<file path="src/hdl/gpsu_pkg.sv">
`default_nettype none
// ----------------------------------------------------------------------------
// gpsu_pkg
// Shared types, codes and the colour quantiser for the 2bpp plane split unit.
// ----------------------------------------------------------------------------
package gpsu_pkg;

   localparam int X_W     = 9;
   localparam int Y_W     = 9;
   localparam int COL_W   = 8;
   localparam int COLB_W  = 6;
   localparam int MODE_W  = 2;
   localparam int BYTE_W  = 8;
   localparam int SUM_W   = 10;

   localparam logic [MODE_W-1:0] MODE_DRAW = 2'd0;
   localparam logic [MODE_W-1:0] MODE_FILL = 2'd1;
   localparam logic [MODE_W-1:0] MODE_READ = 2'd2;

   localparam logic [SUM_W-1:0] THR_LO  = 10'd192;
   localparam logic [SUM_W-1:0] THR_MID = 10'd384;
   localparam logic [SUM_W-1:0] THR_HI  = 10'd576;

   localparam logic [1:0] LVL_MASK = 2'h3;

   typedef enum logic [3:0] {
      ST_IDLE,
      ST_DRAW_CALC,
      ST_DRAW_RD,
      ST_DRAW_WR,
      ST_FILL,
      ST_READ_CALC,
      ST_READ_RD0,
      ST_READ_RD1,
      ST_READ_RD2,
      ST_READ_RD3,
      ST_READ_DONE
   } state_type;

   typedef struct packed {
      logic       capture;
      logic       calc;
      logic       calc_draw;
      logic       draw_wr;
      logic       win_rd;
      logic [1:0] win_off;
      logic       win_shift;
      logic       fill_wr;
      logic       rsp_load;
   } cmd_type;

   typedef struct packed {
      logic in_frame;
      logic fill_last;
      logic fill_zero;
      logic rsp_free;
   } status_type;

   function automatic logic [1:0] gray_level(input logic [COL_W-1:0] r,
                                             input logic [COL_W-1:0] g,
                                             input logic [COL_W-1:0] b);
      logic [SUM_W-1:0] s;
      logic [1:0]       lvl;
      s = SUM_W'(r) + SUM_W'(g) + SUM_W'(b);
      if (s < THR_LO) begin
         lvl = 2'd0;
      end else if (s < THR_MID) begin
         lvl = 2'd2;
      end else if (s < THR_HI) begin
         lvl = 2'd1;
      end else begin
         lvl = 2'd3;
      end
      return lvl;
   endfunction

endpackage
`default_nettype wire

</file>
<file path="src/hdl/gpsu_ctrl.sv">
`default_nettype none
// ----------------------------------------------------------------------------
// gpsu_ctrl
// Sequencer for draw, fill and plane read requests; drives the datapath.
// ----------------------------------------------------------------------------
module gpsu_ctrl (
   input  wire logic                          clock,
   input  wire logic                          reset,
   input  wire logic                          req_tvalid,
   output      logic                          req_tready,
   input  wire logic [gpsu_pkg::MODE_W-1:0]   req_mode,
   input  wire gpsu_pkg::status_type          st,
   output      gpsu_pkg::cmd_type             cmd
);
   import gpsu_pkg::*;

   state_type state_ff;
   state_type state_in;

   always_ff @(posedge clock) begin
      if (reset) begin
         state_ff <= ST_IDLE;
      end else begin
         state_ff <= state_in;
      end
   end

   always_comb begin
      state_in   = state_ff;
      cmd        = '0;
      req_tready = 1'b0;
      case (state_ff)
         ST_IDLE: begin
            req_tready = 1'b1;
            if (req_tvalid) begin
               cmd.capture = 1'b1;
               case (req_mode)
                  MODE_DRAW: state_in = ST_DRAW_CALC;
                  MODE_FILL: state_in = ST_FILL;
                  MODE_READ: state_in = ST_READ_CALC;
                  default:   state_in = ST_IDLE;
               endcase
            end
         end
         ST_DRAW_CALC: begin
            cmd.calc      = 1'b1;
            cmd.calc_draw = 1'b1;
            state_in      = ST_DRAW_RD;
         end
         ST_DRAW_RD: begin
            state_in = st.in_frame ? ST_DRAW_WR : ST_IDLE;
         end
         ST_DRAW_WR: begin
            cmd.draw_wr = 1'b1;
            state_in    = ST_IDLE;
         end
         ST_FILL: begin
            cmd.fill_wr = 1'b1;
            if (st.fill_last) begin
               state_in = ST_IDLE;
            end
         end
         ST_READ_CALC: begin
            cmd.calc = 1'b1;
            state_in = ST_READ_RD0;
         end
         ST_READ_RD0: begin
            cmd.win_rd  = 1'b1;
            cmd.win_off = 2'd0;
            state_in    = ST_READ_RD1;
         end
         ST_READ_RD1: begin
            cmd.win_rd    = 1'b1;
            cmd.win_off   = 2'd1;
            cmd.win_shift = 1'b1;
            state_in      = ST_READ_RD2;
         end
         ST_READ_RD2: begin
            cmd.win_rd    = 1'b1;
            cmd.win_off   = 2'd2;
            cmd.win_shift = 1'b1;
            state_in      = ST_READ_RD3;
         end
         ST_READ_RD3: begin
            cmd.win_shift = 1'b1;
            state_in      = ST_READ_DONE;
         end
         ST_READ_DONE: begin
            if (st.rsp_free) begin
               cmd.rsp_load = 1'b1;
               state_in     = ST_IDLE;
            end
         end
         default: begin
            state_in = ST_IDLE;
         end
      endcase
   end

endmodule
`default_nettype wire

</file>
<file path="config.mk">
export PLATFORM = sky130hd
export DESIGN_NAME = gpsu_ctrl
export DESIGN_NICKNAME = d
export VERILOG_FILES = /design/src/hdl/gpsu_pkg.sv /design/src/hdl/gpsu_ctrl.sv
export SDC_FILE = /design/constraint.sdc
export NUM_CORES = 1
export LEC_CHECK = 0
export BUFFER_PORTS_ARGS = -buffer_cell sky130_fd_sc_hd__buf_2
export CAP_MARGIN = 5
export CORE_AREA = 2 2 39 41
export DETAILED_ROUTE_END_ITERATION = 10
export DIE_AREA = 0 0 41 43
export PLACE_DENSITY = 0.71
export SLEW_MARGIN = 10
export SYNTH_ARGS = -nofsm -noshare
export SYNTH_HDL_FRONTEND = slang
export SYNTH_SLANG_ARGS = --single-unit
export TNS_END_PERCENT = 1
</file>
<file path="constraint.sdc">
create_clock -name clock -period 1.1 [get_ports clock]
set_input_delay 0.055 -clock clock [delete_from_list [all_inputs] [get_ports clock]]
set_output_delay 0.055 -clock clock [all_outputs]
set_load 0.005 [all_outputs]
</file>
==> results.py <==
metrics = {
    "global_routing": {
        "grt_overflow": 0,
        "grt.met1_usage_pct": 16.7,
        "met2_usage_pct": 18.4,
        "grt_pass1_wl_mm": 1.56,
        "grt_usage_pct": 12.6,
        "top_usage_layer": "met2",
        "met3_usage_pct": 1.57,
        "antenna_found_initial": 0,
        "grt_pass1_vias": 409,
        "grt_start_max_net_pins": 11,
    },
    "timing": {
        "fmax_mhz": 794,
        "fin_skew_ns": 0.000959,
        "layout_setup_ws_ns": -0.159,
        "setup_viol": 12,
        "setup_tns_ns": -1.17,
        "finalCriticalPeriod_ns": 1.26,
        "hold_viol": 0,
        "worst_slew_pin_slew_ns": 0.273,
        "finalCritPeriodShare_pct": 114,
        "slew_violations": 0,
        "hold_ws_ns": 0.0485,
        "relSlewSlack_pct": 81.6,
        "rsz0062_at_grt": "true",
    },
    "place": {
        "dp_hpwl_microns": 825,
        "pre_cts_ws_ns": -0.205,
        "placed_area_sq_um": 633,
        "io_buffers": 18,
        "place.gp.congestion": 0.772,
    },
    "floorplanning": {
        "start_util_pct": 30.7,
        "die_x_microns": 41,
        "core_area_sq_mm": 0.00138,
        "die_y_microns": 43,
        "ios": 20,
        "row_count": 14,
        "die_area_sq_mm": 0.00176,
    },
    "status": {
        "status": "finished with violations",
        "violations": "setup timing",
    },
    "synthesis": {
        "avgSynthCellArea_sq_um": 8.16,
        "synthesis.area_sq_um": 424,
        "yosys_register_bits": 4,
        "synth_top_family_by_area": "simple AND/OR/NAND/NOR gates",
        "synth-compound-area-share_pct": 27.4,
        "synthDistinctLibCells": 30,
        "ys.flop_type": "dfxtp_1",
        "synthMuxAreaShare_pct": 0,
        "syn_inst": 52,
        "synth_nets": 63,
        "synth-adder-area-share_pct": 5.90,
        "yosysSeqAreaShare_pct": 18.9,
        "synth-warning-count": 0,
        "synth-simple-area-share_pct": 35.1,
        "async_reset_ff_share_pct": 0,
        "synth_edf_count": 0,
        "synth_xor_area_share_pct": 2.06,
    },
    "worst_hold_path": {
        "hold_class": "input pin to register",
    },
    "run": {
        "maxCapViolCount": 0,
    },
    "clock_network": {
        "tritoncts": "yes",
        "hold_buffers": 0,
        "clk_path_buf_depth": 2,
        "root_buffer": "clkbuf_4",
        "cts.sinks": 4,
        "clkTransAtPathRegs_ns": 0.04,
        "clkLatencyLatePin_ns": 0.23,
        "cts_htree_levels": 1,
        "cts_made_buffers": 3,
    },
    "layout": {
        "diodes": 0,
        "reg_top3": "state_ff: 4 flops",
        "drive_above_1_share_pct": 57.3,
        "largest-register": "state_ff",
        "multi_input_area_sq_um": 343,
        "largest_reg_flops": 4,
        "stdcell_area_sq_um": 707,
        "seq_area_sq_um": 95.1,
        "final_util_pct": 51.1,
        "nNetsFinal": 95,
        "syn2layout_area_growth_pct": 66.7,
        "nFillCells": 128,
    },
    "detailed_routing": {
        "ant_nets": 0,
        "drtPass1Iterations": 4,
        "wl_per_cell_microns": 11.5,
        "drcViolationCount": 0,
        "drt_iter0_drc": 3,
        "wl_mm": 1.13,
        "vias_per_cell": 4.93,
        "vias": 483,
    },
    "worst_setup_path": {
        "cp-end-kind": "primary output",
        "critical_path_class": "register to primary output",
        "cp_data_required_time_ns": 1.04,
        "crit_fanout": 7,
        "worstPathArrival_ns": 1.20,
        "startpoint_type": "register",
    },
    "power_and_ir_drop": {
        "p_per_area_mw_per_mm2": 1870,
        "vdd_ir_drop_max_v": 0.000763,
        "cellLeakagePower_nw": 0.370,
    },
}
==> cell type report <==
cell class,instances,area share (%)
Multi-Input combinational cell,38,48.5
Clock buffer,3,3.19
Inverter,6,3.19
Tap cell,16,2.83
Sequential cell,4,13.5
Timing Repair Buffer,31,28.8
==> metal layers <==
metal  wire length, microns  share of wire [%]
met5                      0                  0
met4                      0                  0
met3                     62                5.5
met2                    613                 54
met1                    449                 40
==> timing repair <==
item,CTS,global route
endpoints found under the setup margin,15,15
buffers inserted,0,1
resized for setup,6,7
pin swaps,2,5
==> cells by family after synthesis <==
group | count (synthesis)
fa+ha+maj | 2
compound gates | 14
simple gates | 21
buf+inv | 10
flops | 4
xor+xnor | 1
==> stage by stage <==
step	power, mW	cells
4_1_cts	1.25	97
6_report	1.32	98
2_1_floorplan	0.720	52
3_5_place_dp	1.05	94
3_3_place_gp	1.03	94
5_1_grt	1.42	98
==> Yosys cell counts (2+ instances only) <==
library cell / count / area share (%)
nor2_1: 3 / 2.7
o21a_1: 3 / 5.3
nor2b_1: 3 / 4.4
buf_2: 3 / 3.5
dfxtp_1: 4 / 19
inv_1: 5 / 4.4
ha_1: 2 / 5.9
a21o_1: 2 / 3.5
nor3_1: 2 / 2.4
a221oi_1: 2 / 4.1
and2_1: 4 / 5.9
==> where the power goes <==
part           leakage (nW)  switching (mW)  internal [mW]
combinational         0.320           0.334          0.491
sequential           0.0356           0.112          0.207
clock                0.0138          0.0545          0.122
total                 0.370           0.500          0.820
==> critical path, stage by stage, from the launching register on <==
cell and delay (ns):
dfxtp_4 0.37, buf_6 0.13, nor4_4 0.23, and2_1 0.15, buf_2 0.10
==> layout by cell type (no fill, tap or decap), types with 2 or more instances in the layout <==
cell	count
a221oi_1	2
buf_4	11
a21o_1	2
clkbuf_4	3
nor2b_1	3
dfxtp_4	4
and2_1	3
inv_1	5
buf_2	18
nor2_1	3
ha_1	2
o21a_1	3
==> final timing paths <==
kind | start | endpoint | slack (ns) | cells past startpoint
max | state_ff[1] | cmd[9] | -0.16 | 4
min | reset | state_ff[1] | 0.05 | 2
max reg2reg | state_ff[3] | state_ff[3] | -0.05 | 4
min reg2reg | state_ff[0] | state_ff[1] | 0.59 | 2
(Power assumes the default switching activity.)
